**config.mk**
```make
export PLATFORM = sky130hd
export DESIGN_NAME = gregorian_date_counter_top
export DESIGN_NICKNAME = d
export VERILOG_FILES = /design/src/hw/rtl/gdc_pkg.sv /design/src/hw/rtl/gdc_step.sv /design/src/hw/rtl/gdc_cal.sv /design/src/hw/rtl/gregorian_date_counter_top.sv
export SDC_FILE = /design/constraint.sdc
export NUM_CORES = 1
export LEC_CHECK = 0
export ABC_AREA = 1
export BUFFER_PORTS_ARGS = -buffer_cell sky130_fd_sc_hd__buf_4
export CAP_MARGIN = 10
export CELL_PAD_IN_SITES_DETAIL_PLACEMENT = 0
export CELL_PAD_IN_SITES_GLOBAL_PLACEMENT = 1
export CORE_UTILIZATION = 45
export DETAILED_ROUTE_END_ITERATION = 6
export PLACE_DENSITY_LB_ADDON = 0.1
export SYNTH_ARGS = -nofsm -noshare
export SYNTH_HDL_FRONTEND = slang
export SYNTH_SLANG_ARGS = --single-unit
```
**constraint.sdc**
```tcl
create_clock -name clk -period 9.4 [get_ports clk]
set_input_delay 0.94 -clock clk [delete_from_list [all_inputs] [get_ports clk]]
set_output_delay 0.94 -clock clk [all_outputs]
set_load 0.02 [all_outputs]
```
**src/hw/rtl/gdc_pkg.sv**
```systemverilog
// Shared types, constants and calendar functions of the Gregorian date counter.
// No dependencies; imported by the step, weekday and top modules and the testbench.
`timescale 1ns / 1ps
`default_nettype none

package gdc_pkg;

	// Operation selected by each input beat; code 7 behaves as a query.
	typedef enum logic [2:0] {
		MODE_LOAD       = 3'd0,
		MODE_NEXT_DAY   = 3'd1,
		MODE_PREV_DAY   = 3'd2,
		MODE_NEXT_MONTH = 3'd3,
		MODE_PREV_MONTH = 3'd4,
		MODE_ADD_YEARS  = 3'd5,
		MODE_QUERY      = 3'd6
	} mode_t;

	typedef enum logic [1:0] {
		ST_OK       = 2'd0,
		ST_BAD_LOAD = 2'd1,
		ST_RANGE    = 2'd2
	} status_t;

	localparam logic [3:0] MONTH_JAN = 4'd1;
	localparam logic [3:0] MONTH_FEB = 4'd2;
	localparam logic [3:0] MONTH_DEC = 4'd12;

	typedef struct packed {
		logic [4:0]  day;
		logic [3:0]  month;
		logic [13:0] year;
	} date_t;

	// Input beat after the entry checks.
	typedef struct packed {
		mode_t       mode;
		logic        load_ok;
		date_t       load_date;
		logic [14:0] year_delta;
	} item_t;

	// Load enables of the two weekday stages.
	typedef struct packed {
		logic s3;
		logic s4;
	} cal_en_t;

	// Everything the weekday stages hand to the output register.
	typedef struct packed {
		date_t      date;
		logic [2:0] weekday;
		logic       leap;
		logic       last;
	} cal_res_t;

	// Multiplicative inverses of 25 modulo 2^12 and 2^10, with the divisibility limits.
	localparam logic [11:0] INV25_12     = 12'd3113;
	localparam logic [11:0] DIV25_12_LIM = 12'd163;
	localparam logic [9:0]  INV25_10     = 10'd41;
	localparam logic [9:0]  DIV25_10_LIM = 10'd40;

	// Reciprocals: x / 100 = (x * RECIP100) >> 20 for x < 2^14,
	// x / 7 = (x * RECIP7) >> 18 for x < 2^15.
	localparam logic [14:0] RECIP100 = 15'd10486;
	localparam logic [15:0] RECIP7   = 16'd37450;

	// Leap test without a divider: divisibility by 25 via the modular inverse.
	function automatic logic is_leap(input logic [13:0] y);
		logic [23:0] p12;
		logic [19:0] p10;
		logic        d4;
		logic        d100;
		logic        d400;
		p12  = 24'(y[13:2]) * 24'(INV25_12);
		p10  = 20'(y[13:4]) * 20'(INV25_10);
		d4   = (y[1:0] == 2'b00);
		d100 = d4 && (p12[11:0] <= DIV25_12_LIM);
		d400 = (y[3:0] == 4'd0) && (p10[9:0] <= DIV25_10_LIM);
		return (d4 && !d100) || d400;
	endfunction

	// Month length; months outside 1..12 read as 31 and are rejected elsewhere.
	function automatic logic [4:0] days_in(input logic [3:0] m, input logic leap);
		logic [4:0] n;
		unique case (m)
			4'd2:                   n = leap ? 5'd29 : 5'd28;
			4'd4, 4'd6, 4'd9, 4'd11: n = 5'd30;
			default:                n = 5'd31;
		endcase
		return n;
	endfunction

	// (31 * mm) / 12 with mm the month counted from March (January and February last).
	function automatic logic [4:0] month_offset(input logic [3:0] m);
		logic [4:0] r;
		unique case (m)
			4'd1:    r = 5'd28;
			4'd2:    r = 5'd31;
			4'd3:    r = 5'd2;
			4'd4:    r = 5'd5;
			4'd5:    r = 5'd7;
			4'd6:    r = 5'd10;
			4'd7:    r = 5'd12;
			4'd8:    r = 5'd15;
			4'd9:    r = 5'd18;
			4'd10:   r = 5'd20;
			4'd11:   r = 5'd23;
			4'd12:   r = 5'd25;
			default: r = 5'd0;
		endcase
		return r;
	endfunction

endpackage

`default_nettype wire

```
**src/hw/rtl/gdc_step.sv**
```systemverilog
// Date step stage: holds the current date and applies one operation per beat.
// Depends on gdc_pkg for the item and date types and the calendar functions.
`timescale 1ns / 1ps
`default_nettype none

module gdc_step
	import gdc_pkg::*;
#(
	parameter int unsigned YEAR_MAX = 9999
) (
	input  wire logic    clk,
	input  wire logic    arst_n,
	input  wire logic    en,
	input  wire item_t   item,
	output date_t        date,
	output status_t      status
);

	localparam logic [13:0]        YMAX   = 14'(YEAR_MAX);
	localparam logic signed [15:0] YMAX_S = 16'(YEAR_MAX);

	date_t              cur_q;
	date_t              nxt;
	status_t            st;
	logic               lp;
	logic [4:0]         dim;
	logic [4:0]         nm_dim;
	logic [4:0]         pm_dim;
	logic signed [15:0] ny;
	logic [4:0]         ny_dim;

	// Next date from the held date and the selected operation.
	always_comb begin
		lp     = is_leap(cur_q.year);
		dim    = days_in(cur_q.month, lp);
		nm_dim = days_in(cur_q.month + 4'd1, lp);
		pm_dim = days_in(cur_q.month - 4'd1, lp);
		ny     = $signed({2'b00, cur_q.year}) + $signed({item.year_delta[14], item.year_delta});
		ny_dim = days_in(cur_q.month, is_leap(ny[13:0]));
		nxt    = cur_q;
		st     = ST_OK;
		unique case (item.mode)
			MODE_LOAD: begin
				if (item.load_ok) begin
					nxt = item.load_date;
				end else begin
					st = ST_BAD_LOAD;
				end
			end
			MODE_NEXT_DAY: begin
				if (cur_q.day < dim) begin
					nxt.day = cur_q.day + 5'd1;
				end else if (cur_q.month < MONTH_DEC) begin
					nxt.day   = 5'd1;
					nxt.month = cur_q.month + 4'd1;
				end else if (cur_q.year < YMAX) begin
					nxt.day   = 5'd1;
					nxt.month = MONTH_JAN;
					nxt.year  = cur_q.year + 14'd1;
				end else begin
					st = ST_RANGE;
				end
			end
			MODE_PREV_DAY: begin
				if (cur_q.day > 5'd1) begin
					nxt.day = cur_q.day - 5'd1;
				end else if (cur_q.month > MONTH_JAN) begin
					nxt.month = cur_q.month - 4'd1;
					nxt.day   = pm_dim;
				end else if (cur_q.year > 14'd1) begin
					nxt.year  = cur_q.year - 14'd1;
					nxt.month = MONTH_DEC;
					nxt.day   = 5'd31;
				end else begin
					st = ST_RANGE;
				end
			end
			MODE_NEXT_MONTH: begin
				// A step into January keeps the day, as January has 31 days.
				if (cur_q.month < MONTH_DEC) begin
					nxt.month = cur_q.month + 4'd1;
					nxt.day   = (cur_q.day > nm_dim) ? nm_dim : cur_q.day;
				end else if (cur_q.year < YMAX) begin
					nxt.month = MONTH_JAN;
					nxt.year  = cur_q.year + 14'd1;
				end else begin
					st = ST_RANGE;
				end
			end
			MODE_PREV_MONTH: begin
				// A step into December keeps the day, as December has 31 days.
				if (cur_q.month > MONTH_JAN) begin
					nxt.month = cur_q.month - 4'd1;
					nxt.day   = (cur_q.day > pm_dim) ? pm_dim : cur_q.day;
				end else if (cur_q.year > 14'd1) begin
					nxt.month = MONTH_DEC;
					nxt.year  = cur_q.year - 14'd1;
				end else begin
					st = ST_RANGE;
				end
			end
			MODE_ADD_YEARS: begin
				if (ny < 16'sd1 || ny > YMAX_S) begin
					st = ST_RANGE;
				end else begin
					nxt.year = ny[13:0];
					nxt.day  = (cur_q.day > ny_dim) ? ny_dim : cur_q.day;
				end
			end
			default: begin
			end
		endcase
	end

	assign date   = (st == ST_OK) ? nxt : cur_q;
	assign status = st;

	// Held date; a rejected step leaves it as it is.
	always_ff @(posedge clk or negedge arst_n) begin
		if (!arst_n) begin
			cur_q.day   <= 5'd1;
			cur_q.month <= MONTH_JAN;
			cur_q.year  <= 14'd2000;
		end else if (en) begin
			cur_q <= date;
		end
	end

endmodule

`default_nettype wire

```
**src/hw/rtl/gdc_cal.sv**
```systemverilog
// Weekday and flag stages: leap year, last day of month and day of week.
// Depends on gdc_pkg; the day of week uses constant reciprocals, no divider.
`timescale 1ns / 1ps
`default_nettype none

module gdc_cal
	import gdc_pkg::*;
(
	input  wire logic    clk,
	input  wire cal_en_t en,
	input  wire date_t   date_in,
	output cal_res_t     res
);

	logic        jan_feb;
	logic [13:0] yy;
	logic [28:0] q100_full;
	logic        leap;

	date_t       date_s3;
	logic [13:0] yy_s3;
	logic [7:0]  q100_s3;
	logic [4:0]  moff_s3;
	logic        leap_s3;
	logic        last_s3;

	logic [14:0] sum;
	logic [30:0] q7_full;

	date_t       date_s4;
	logic [14:0] sum_s4;
	logic [12:0] q7_s4;
	logic        leap_s4;
	logic        last_s4;

	logic [14:0] wd_full;

	// First stage: shifted year, its hundreds and the month flags.
	always_comb begin
		jan_feb   = (date_in.month <= MONTH_FEB);
		yy        = date_in.year - 14'(jan_feb);
		q100_full = 29'(yy) * 29'(RECIP100);
		leap      = is_leap(date_in.year);
	end

	always_ff @(posedge clk) begin
		if (en.s3) begin
			date_s3 <= date_in;
			yy_s3   <= yy;
			q100_s3 <= q100_full[27:20];
			moff_s3 <= month_offset(date_in.month);
			leap_s3 <= leap;
			last_s3 <= (date_in.day == days_in(date_in.month, leap));
		end
	end

	// Second stage: day count sum and its quotient by seven.
	always_comb begin
		sum = 15'(date_s3.day) + 15'(yy_s3) + 15'(yy_s3[13:2]) - 15'(q100_s3)
			+ 15'(q100_s3[7:2]) + 15'(moff_s3);
		q7_full = 31'(sum) * 31'(RECIP7);
	end

	always_ff @(posedge clk) begin
		if (en.s4) begin
			date_s4 <= date_s3;
			sum_s4  <= sum;
			q7_s4   <= q7_full[30:18];
			leap_s4 <= leap_s3;
			last_s4 <= last_s3;
		end
	end

	// Remainder by seven gives the weekday, Sunday as zero.
	assign wd_full     = sum_s4 - (15'(q7_s4) << 3) + 15'(q7_s4);
	assign res.date    = date_s4;
	assign res.weekday = wd_full[2:0];
	assign res.leap    = leap_s4;
	assign res.last    = last_s4;

endmodule

`default_nettype wire

```
**src/hw/rtl/gregorian_date_counter_top.sv**
```systemverilog
// Gregorian date counter: an input beat is taken every cycle while the output
// can move; its result passes the input, step, two weekday and output registers.
// The held date is updated in the single step stage, so back-to-back beats see
// each other's dates with no gap; weekday is derived in two further stages.
// Reset (asynchronous, active low) gives 1 January 2000, a weekend mask of
// Friday and Saturday, and an empty pipeline.
`timescale 1ns / 1ps
`default_nettype none

module gregorian_date_counter_top
	import gdc_pkg::*;
#(
	parameter int unsigned YEAR_MAX = 9999
) (
	input  wire logic        clk,
	input  wire logic        arst_n,
	// Configuration port
	input  wire logic        psel,
	input  wire logic        penable,
	input  wire logic        pwrite,
	input  wire logic [2:0]  paddr,
	input  wire logic [31:0] pwdata,
	output logic [31:0]      prdata,
	output logic             pready,
	// Input stream
	input  wire logic        s_tvalid,
	output logic             s_tready,
	input  wire logic [39:0] s_tdata,  // load_day, load_month, load_year, year_delta
	input  wire logic [2:0]  s_tuser,  // mode
	// Result stream
	output logic             m_tvalid,
	input  wire logic        m_tready,
	output logic [31:0]      m_tdata,  // day, month, year, weekday, leap_year,
	                                   // last_of_month, weekend
	output logic [1:0]       m_tuser   // status
);

	localparam logic [13:0] YMAX = 14'(YEAR_MAX);

	logic [6:0]  weekend_mask_q;

	item_t       in_item;
	logic        ld_leap;

	logic        v_s1;
	logic        v_s2;
	logic        v_s3;
	logic        v_s4;
	logic        adv1;
	logic        adv2;
	logic        adv3;
	logic        adv4;

	item_t       item_s1;
	date_t       step_date;
	status_t     step_status;
	date_t       date_s2;
	status_t     status_s2;
	status_t     status_s3;
	status_t     status_s4;
	cal_en_t     cal_en;
	cal_res_t    cal_res;
	logic [7:0]  mask_ext;

	logic        out_valid_q;
	cal_res_t    out_res_q;
	logic        out_weekend_q;
	status_t     out_status_q;

	// Configuration register; it answers at addresses 0 to 3, and 4 to 7 read as zero.
	assign pready = 1'b1;
	assign prdata = paddr[2] ? 32'd0 : {25'd0, weekend_mask_q};

	always_ff @(posedge clk or negedge arst_n) begin
		if (!arst_n) begin
			weekend_mask_q <= 7'd96;
		end else if (psel && penable && pwrite && pready && !paddr[2]) begin
			weekend_mask_q <= pwdata[6:0];
		end
	end

	// Unpack the input beat and check a load date before it enters.
	always_comb begin
		in_item.mode                 = mode_t'(s_tuser);
		in_item.load_date.day        = s_tdata[4:0];
		in_item.load_date.month      = s_tdata[8:5];
		in_item.load_date.year       = s_tdata[22:9];
		in_item.year_delta           = s_tdata[37:23];
		ld_leap                      = is_leap(in_item.load_date.year);
		in_item.load_ok = (in_item.load_date.month >= MONTH_JAN)
			&& (in_item.load_date.month <= MONTH_DEC)
			&& (in_item.load_date.year != 14'd0)
			&& (in_item.load_date.year <= YMAX)
			&& (in_item.load_date.day != 5'd0)
			&& (in_item.load_date.day <= days_in(in_item.load_date.month, ld_leap));
	end

	// Each stage moves on when the next one is empty or moving too.
	assign adv4     = v_s4 && (!out_valid_q || m_tready);
	assign adv3     = v_s3 && (!v_s4 || adv4);
	assign adv2     = v_s2 && (!v_s3 || adv3);
	assign adv1     = v_s1 && (!v_s2 || adv2);
	assign s_tready = !v_s1 || adv1;

	always_ff @(posedge clk or negedge arst_n) begin
		if (!arst_n) begin
			v_s1        <= 1'b0;
			v_s2        <= 1'b0;
			v_s3        <= 1'b0;
			v_s4        <= 1'b0;
			out_valid_q <= 1'b0;
		end else begin
			if (s_tvalid && s_tready) begin
				v_s1 <= 1'b1;
			end else if (adv1) begin
				v_s1 <= 1'b0;
			end
			if (adv1) begin
				v_s2 <= 1'b1;
			end else if (adv2) begin
				v_s2 <= 1'b0;
			end
			if (adv2) begin
				v_s3 <= 1'b1;
			end else if (adv3) begin
				v_s3 <= 1'b0;
			end
			if (adv3) begin
				v_s4 <= 1'b1;
			end else if (adv4) begin
				v_s4 <= 1'b0;
			end
			if (adv4) begin
				out_valid_q <= 1'b1;
			end else if (m_tready) begin
				out_valid_q <= 1'b0;
			end
		end
	end

	// Input register.
	always_ff @(posedge clk) begin
		if (s_tvalid && s_tready) begin
			item_s1 <= in_item;
		end
	end

	// Date step and the held date.
	gdc_step #(
		.YEAR_MAX (YEAR_MAX)
	) u_step (
		.clk    (clk),
		.arst_n (arst_n),
		.en     (adv1),
		.item   (item_s1),
		.date   (step_date),
		.status (step_status)
	);

	// Step result register and the status that travels alongside the weekday stages.
	always_ff @(posedge clk) begin
		if (adv1) begin
			date_s2   <= step_date;
			status_s2 <= step_status;
		end
		if (adv2) begin
			status_s3 <= status_s2;
		end
		if (adv3) begin
			status_s4 <= status_s3;
		end
	end

	assign cal_en.s3 = adv2;
	assign cal_en.s4 = adv3;

	gdc_cal u_cal (
		.clk     (clk),
		.en      (cal_en),
		.date_in (date_s2),
		.res     (cal_res)
	);

	// Output register with the weekend lookup.
	assign mask_ext = {1'b0, weekend_mask_q};

	always_ff @(posedge clk) begin
		if (adv4) begin
			out_res_q     <= cal_res;
			out_weekend_q <= mask_ext[cal_res.weekday];
			out_status_q  <= status_s4;
		end
	end

	assign m_tvalid = out_valid_q;
	assign m_tdata  = {3'd0, out_weekend_q, out_res_q.last, out_res_q.leap,
		out_res_q.weekday, out_res_q.date.year, out_res_q.date.month, out_res_q.date.day};
	assign m_tuser  = out_status_q;

endmodule

`default_nettype wire

```
* Yosys cells after proc, flatten, opt, wreduce, memory -nomap -nowiden
Memories as Yosys holds them, arrays and structs flattened. A register that Yosys moved wholly into a read port is not among the register bits.
Cells that the tools add are included.
Widths: inputs -> output; s select.
** Storage, ports and cells
- Bits of input ports :: 85
- Bits in read-only memories :: 80
- Bits in registers :: 215
- Memories kept :: 1
- Word-level logic and storage cells :: 253
- Output and inout port bits :: 69
** Operators by class
- Reductions and logical operators :: 67
- $lt $le $gt $ge :: 25
- Add/subtract/negate cells :: 15
- Multipliers :: 10
- Equality and inequality tests :: 31
- Multiplexer cells :: 61
** Memory list
- (name not given) :: words 16, width 5, read ports 1, clocked after memory_dff 1, wr ports 0, RTL line gdc_pkg.sv:97 : unique case (m)
** Operator list (count)
- $mux 23 :: 4
- $pmux 14 s6 :: 1
- $mux 18 :: 4
- $mux 14 :: 5
- $pmux 5 s2 :: 5
- $le 12x8->1 const B :: 4
- $mul 12x11->12 const B :: 4
- $mux 5 :: 9
- $eq 4x3->1 const B :: 10
- $eq 4x4->1 const B :: 10
- $le 10x6->1 const B :: 4
- $mul 10x6->10 const B :: 4
- $pmux 5 s6 :: 1
- $mul 14x13->27 const B :: 1
- $logic_and 1x1->1 :: 25
- $eq 4x2->1 const B :: 5
- $mul 15x15->20 const B :: 1
- $pmux 4 s5 :: 1
- $reduce_or 4->1 :: 5
- $mux 9 :: 2
- $add 15x15->16 :: 1
- $gt 16x15->1 const B :: 1
- $logic_not 4->1 :: 4
- $lt 16x2->1 const B :: 1
- 45 further kinds :: 97

* Longest topological paths before layout
Gate-level depths: netlist of run 1.
- Depth in word-level cells :: 14
- Mapped depth :: 40

* Cells and area by module
From an unflattened synthesis of run 1, not the netlist that was laid out.
** Second synthesis, totals
- Cells, all modules :: 3010
- Area total of the unflattened synthesis :: 24706.2 um^2
** By module, submodules not included
- gdc_cal :: sequential area each 2492.4 um^2, cells each 1215, area an instance 11459.7 um^2, times used 1
- gdc_step :: sequential area each 585.6 um^2, cells each 1340, area an instance 7873.8 um^2, times used 1
- gregorian_date_counter_top :: sequential area each 3365.7 um^2, cells each 455, area an instance 5372.7 um^2, times used 1

* Least setup slack after synthesis of run 1
OpenSTA, ideal clock, no wires.
- Kind :: reg2reg
- Start :: register u_cal.yy_s3[4]
- End :: register u_cal.q7_s4[2] (data pin)
- Cell stages (with the launch flop) :: 34
- Data arrival time :: 7.262 ns
- Setup slack :: 1.870 ns
- Required time :: 9.132 ns
- Path buffers :: 0
- Cell sequence :: edfxtp_1 -> fa_1 -> inv_1 -> fa_1 -> fa_1 -> inv_1 -> ha_1 -> nand2_1 -> nand3_1 -> nand2_1 -> o211ai_1 -> nand2_1 -> nand2_1 -> a21oi_1 -> or2_2 -> a21oi_1 -> or2_2 -> xor2_1 -> inv_1 -> ha_1 -> ha_1 -> ha_1 -> fa_1 -> fa_1 -> fa_1 -> ha_1 -> nand2_1 -> o21ai_0 -> nand2_1 -> o21ai_0 -> a21oi_1 -> xnor2_1 -> xnor2_1 -> xnor3_1
** On the way
- Word-level cells in the longest chain between the ends :: 6
** RTL lines
- start, declared :: RTL line gdc_cal.sv:21 : logic [13:0] yy_s3;
- start signal, assigned :: RTL line gdc_cal.sv:49 : yy_s3 <= yy;
- $add 5x14->15 :: RTL line gdc_cal.sv:59 : sum = 15'(date_s3.day) + 15'(yy_s3) + 15'(yy_s3[13:2]) - 15'(q100_s3)
- $add 15x12->15 (*) :: RTL line gdc_cal.sv:59
- $sub 15x8->15 (*) :: RTL line gdc_cal.sv:59
- $add 15x6->15 (*) :: RTL line gdc_cal.sv:60 : + 15'(q100_s3[7:2]) + 15'(moff_s3);
- $add 15x5->15 (*) :: RTL line gdc_cal.sv:60
- $mul 15x15->20 (*) :: RTL line gdc_cal.sv:61 : q7_full = 31'(sum) * 31'(RECIP7);
- via u_cal.q7_full[20] :: RTL line gdc_cal.sv:28 : logic [30:0] q7_full;
- end signal, assigned :: RTL line gdc_cal.sv:68 : q7_s4 <= q7_full[30:18];
- end, declared :: RTL line gdc_cal.sv:32 : logic [12:0] q7_s4;
Mark *: on every way through the listed nets, which the timed path passes. The rest lies on a longest branch.
A chain may end at the register's enable or synchronous reset.

* Final worst setup path of run 1
- Start :: register u_cal.yy_s3[2]
- End :: register u_cal.q7_s4[2] (data pin)
Same word-level chain as after synthesis.

==> impl_results.md, run 1 <==
- Delay-heaviest family, CP: adder cells
- Critical path depth: 32
- Routed Antenna Nets: 0
- Dpl hpwl: roughly 48000 um
- Final non-filler cell total: 3475
- Critical-path top delay cell: fa_1
- Worst setup margin: approximately 1300 ps
- Final setup vio count: 0
- Placed Cells: about 3400
- Finished layout cell area: 25700 um2
- Final min period: a little over 8000 ps
- Routed Wire Length: slightly below 60000 um
- R2R depth: 32
- Average size of a mapped cell: about 9 um2
- Die area: between 50000 and 60000 um2
- Slew Limit Fails: 0
- Worst Path Arrival: 8390 ps
- Hold-fix buffers at CTS: 0
- Slowest stage delay, CP: between 500 and 600 ps
- CORE AREA: approximately 50000 um2
- Fmax: 0.124 GHz
- DR WL/cell: approximately 17 um
- Fill count: 4943
- I/O pin cnt: about 150
- Final hold violation count: 0
- CTS sink cnt: 220
- Post-synth EDFFs: 185
- WP buf/inv: 6
- Largest net degree at the start of global routing: 59
- FF/Latch Area: around 6400 um2
- H-tree Lvls: 1
- Clk_lat worst skew: 570 ps
- Most frequent CP cell: fa_1
- Number of antenna violations at the first check in global routing: 3
- Crit end category: flip-flop
- Sequential element share of the synthesized area: 0.275
- Most common cell after layout, fill and taps aside: inv_1
- Crit share post-route: 0.860
- Initial core utilization: 0.456
- Relative slew slack: 0.322
- Area of the multi-input gates: approximately 15000 um2
- Async S/R FF share, synth: 0.159
- Unique masters post-synth: 70
- Starting DRT DRC Count: 1012
- Area of placed instances: 24800 um2
- CTS tree: yes
- GP Congestion: between 0.8 and 0.9
- N_diodes: 0
- RSZ-0062 raised after global routing: no
- Clock Skew: 24.6 ps
- Tightest Pin Transition: around 1000 ps
- DR vias: between 15000 and 20000
- Max FO, Critical Path: 4
- Row Count: a little over 80
- Share of layout cells above drive strength 1: 0.0780
- Resized cells post-CTS: 0
- Hold Crit Class: input pin to async pin
- Setup TNS: 0 ps
- Status: completed
- Total grt overflow: 0
- Post-Synthesis Cell Area: approximately 23000 um2
- Max clock buf depth: 3
- Crit Path Class: flip-flop to flip-flop
- # nets final: approximately 3400
- I/O Buffers: 95
- Via/cell ratio: a little over 5
- Cells after Synth: around 2700
- CP required: 9710 ps
- Yosys reg bits: 220
- Clk slew on worst S/H paths: 60 ps
- Chip width: roughly 230 um
- Max-Cap Viols: 0
- Total GRT Usage: 0.229
- Most frequent cells in the layout: inv_1, nand2_1, ha_1
- DIE HEIGHT: 230 um
- Setup Buffers After CTS: 0
- Initial DRT Pass Iterations: 5
- Vias in the first global route: around 18000
- Top FF cell, synth: edfxtp_1
- Post-place setup slack: between 1000 and 1500 ps
- Yosys warnings: 0
- First-pass GRT wire length: between 90000 and 100000 um
- CTS buffer count: 27
- Remaining DRCs: 0
- CTS root buf: clkbuf_16
- Kind of start point of the critical path: flip-flop
- Synth-to-Final Area Change: 9.44%
## synth_stat cells (39+ instances only)
cell	n	area [um2]
a21oi_1	120	601
edfxtp_1	185	5560
fa_1	150	3000
ha_1	382	4780
inv_1	527	1980
nand2_1	501	1880
nand3_1	119	596
nand4_1	49	307
nor2_1	140	526
o21ai_0	87	435
xnor2_1	39	342
xor2_1	79	692
## metal layers
layer,vias to the layer above,global-route usage,wire (um)
met5,-,0,27
met4,4,0.0737,2030
met3,101,0.0280,2520
met2,358,0.386,28300
met1,8513,0.306,26700
li1,8901,-,-
## kinds of logic after synthesis
| group | Yosys count | share of synthesized area |
|---|---|---|
| and+or+nand+nor | 886 | 0.164 |
| buffers and inverters | 615 | 0.106 |
| adders and majority gates | 532 | 0.332 |
| AOI/OAI and AO/OA | 309 | 0.0775 |
| DFF | 220 | 0.275 |
| xor gates and xnor gates | 120 | 0.0457 |
| other | 2 | 0.000320 |
## path summary, 6_finish.rpt
check | start | endpoint | slack [ps]
max | u_cal.yy_s3[2] | u_cal.q7_s4[2] | 1320
min | arst_n | v_s3 | 380
max reg2reg | u_cal.yy_s3[2] | u_cal.q7_s4[2] | 1320
min reg2reg | status_s2[0] | status_s3[0] | 400
max in group asynchronous | arst_n | u_step.cur_q[14] | 8620
min in group clk | status_s2[0] | status_s3[0] | 400
## sequential cells by signal (all words and copies together) (netlist names), 2 cells and up
name            cells
u_step.cur_q       23
u_cal.yy_s3        14
date_s2            23
u_cal.sum_s4        3
m_tdata            28
weekend_mask_q      7
item_s1            42
u_cal.moff_s3       5
u_cal.q100_s3       8
m_tuser             2
status_s3           2
status_s4           2
status_s2           2
u_cal.date_s3      23
u_cal.res          23
u_cal.q7_s4         3
## worst reg2reg max path: cells and delay by family, from the launching register on
kind | cells | cell delay (ps)
flops | 1 | 440
compound gates | 7 | 1100
fa+ha+maj | 12 | 4900
xor+xnor | 4 | 680
buf+inv | 6 | 420
simple gates | 3 | 310
## layout make-up
type                       instances  area share
multi-input combinational       1876       0.571
sequential                       220       0.251
inverter                         541      0.0793
tap                              680      0.0331
timing repair buffer             109      0.0319
clock buffer                      32      0.0270
clock inverter                    17     0.00658
## metrics by stage
stage               hold WS (ps)  utilization
floorplan                    400            -
global placement             404        0.483
detailed placement           405        0.483
CTS                          361        0.500
global route                 392        0.500
finish                       377        0.500
Power of run 1 is left out: the tool's default activity adds up to more than one toggle a clock period on the data nets, which glitch-free logic cannot reach.
==> run 2: changes to the inputs <==
Settings changed: CORE_UTILIZATION 45 to 48.
==> impl_results.md, run 2 (synthesized netlist as in run 1, its figures left out) <==
- Most flop-heavy register: item_s1
- Max reg flops: 42 (unchanged)
- N_diodes: 0 (unchanged)
- Hold-fix buffers at CTS: 0 (unchanged)
- Chip width: 223 um (-3.1%)
- I/O Buffers: 95 (unchanged)
- Initial DRT Pass Iterations: 6 (+1)
- Crit Path Class: flip-flop to flip-flop
- RSZ-0062 raised after global routing: no
- Max-Cap Viols: 0 (unchanged)
- Setup Buffers After CTS: 0 (unchanged)
- Share of layout cells above drive strength 1: 0.0808 (+0.00280)
- Max FO, Critical Path: 4 (unchanged)
- DR vias: 17952 (+0.42%)
- DIE HEIGHT: 223 um (-3.1%)
- Most frequent cells in the layout: inv_1, nand2_1, ha_1
- Vias in the first global route: 18141 (+2.0%)
- Final min period: 8090 ps (+6.26 ps)
- CTS sink cnt: 220 (unchanged)
- First-pass GRT wire length: 96200 um (+0.35%)
- RR Startpoint: u_cal.yy_s3[4]
- Initial core utilization: 0.489 (+0.0329)
- Crit path launch: u_cal.yy_s3[4]
- Number of antenna violations at the first check in global routing: 0 (-3)
- Final setup vio count: 0 (unchanged)
- Crit share post-route: 0.861 (about the same)
- GP Congestion: 0.896 (+0.61%)
- Dpl hpwl: 47700 um (-1.2%)
- Slew Limit Fails: 0 (unchanged)
- CTS buffer count: 28 (+3.7%)
- Remaining DRCs: 0 (unchanged)
- Routed Wire Length: 59100 um (-0.86%)
- Critical-path top delay cell: fa_1
- Hold Crit Class: input pin to async pin
- Routed Antenna Nets: 0 (unchanged)
- Fmax: 0.124 GHz (about the same)
- Synth-to-Final Area Change: 9.44% (unchanged)
- Die area: 49800 um2 (-6.2%)
- Worst Path Arrival: 8390 ps (about the same)
- Resized cells post-CTS: 0 (unchanged)
- # nets final: 3392 (unchanged)
- Clk slew on worst S/H paths: 60 ps (about the same)
- Total grt overflow: 0 (unchanged)
- CTS root buf: clkbuf_16
- Setup TNS: 0 ps (unchanged)
- CP required: 9700 ps (about the same)
- Row Count: 80 (-3.6%)
- Clk_lat worst skew: 570 ps (about the same)
- Via/cell ratio: 5.26 (+2.3%)
- Most frequent CP cell: fa_1
- Max clock buf depth: 3 (unchanged)
- I/O pin cnt: 154 (unchanged)
- Kind of start point of the critical path: flip-flop
- Relative slew slack: 0.340 (+0.0188)
- Starting DRT DRC Count: 1070 (+5.7%)
- CORE AREA: 47900 um2 (-6.7%)
- R2R Path End: u_cal.q7_s4[2]
- Final hold violation count: 0 (unchanged)
- R2R depth: 33 (+3.1%)
- Status: completed
- Most common cell after layout, fill and taps aside: inv_1
- Crit end category: flip-flop
- H-tree Lvls: 1 (unchanged)
- Tightest Pin Transition: 987 ps (-30.5 ps)
- Largest net degree at the start of global routing: 59 (unchanged)
- Fill count: 4463 (-9.7%)
- Clock Skew: 14.9 ps (-9.74 ps)
- Worst reg2reg setup slack: 1310 ps (about the same)
- Total GRT Usage: 0.245 (+0.0154)
- CTS tree: yes
- DR WL/cell: 17.3 um (+0.97%)
- Slowest stage delay, CP: 560 ps (about the same)
-- run 2: cell types whose count changed in the layout (fill, tap and decap cells not counted) --
cell and change:
nor2_2 +1, buf_4 -1, nor2_1 -1, bufinv_16 +1, clkbuf_1 -3, clkinv_2 +6, clkinv_1 -2, inv_8 +1
clkinv_4 -1, clkbuf_16 +2, clkinvlp_4 -1
-- run 2: per-layer routing --
| metal | track usage | routed length (um) | vias to the layer above |
|---|---|---|---|
| met2 | 0.417 | 28400 | 391 |
| met3 | 0.0281 | 2590 | 88 |
| met1 | 0.327 | 26300 | 8571 |
| met4 | 0.0703 | 1730 | 0 |
| li1 | - | - | 8902 |
| met5 | 0 | 0 | - |
-- run 2: metrics by stage --
step	cell area (um2)	hold slack [ps]	std cells	setup WS (ps)	util
after floorplan	23600	400	2711	1870	-
after global placement	24700	402	3360	1330	0.516
after detailed placement	24700	405	3360	1300	0.516
after CTS	25700	375	3412	1240	0.536
after global routing	25700	399	3412	750	0.536
final	25700	382	3412	1310	0.536
-- run 2: final cells by class --
cell class / instances / area (um2) / area share
multi-input combinational: 1876 / 14700 / 0.571
clock buffer: 31 / 733 / 0.0286
tap: 615 / 769 / 0.0300
inverter: 541 / 2040 / 0.0793
clock inverter: 21 / 216 / 0.00843
timing repair buffer: 108 / 811 / 0.0316
sequential: 220 / 6440 / 0.251
-- run 2: critical path, delay by kind of cell (launching register included) --
| kind | cells | cell delay, ps |
|---|---|---|
| AOI/OAI and AO/OA | 6 | 750 |
| xor gates and xnor gates | 4 | 830 |
| adders and majority gates | 11 | 4640 |
| buffers and inverters | 3 | 200 |
| DFF | 1 | 440 |
| and+or+nand+nor | 9 | 1010 |
-- run 2: worst max path at each step --
stage                           endpoint  slack, ps
after floorplan           u_cal.q7_s4[2]       1870
after detailed placement  u_cal.q7_s4[2]       1300
after CTS                 u_cal.q7_s4[2]       1240
final                     u_cal.q7_s4[2]       1310
after global placement    u_cal.q7_s4[2]       1330
after global routing      u_cal.q7_s4[2]        750
Power of run 2 is left out for the same reason.
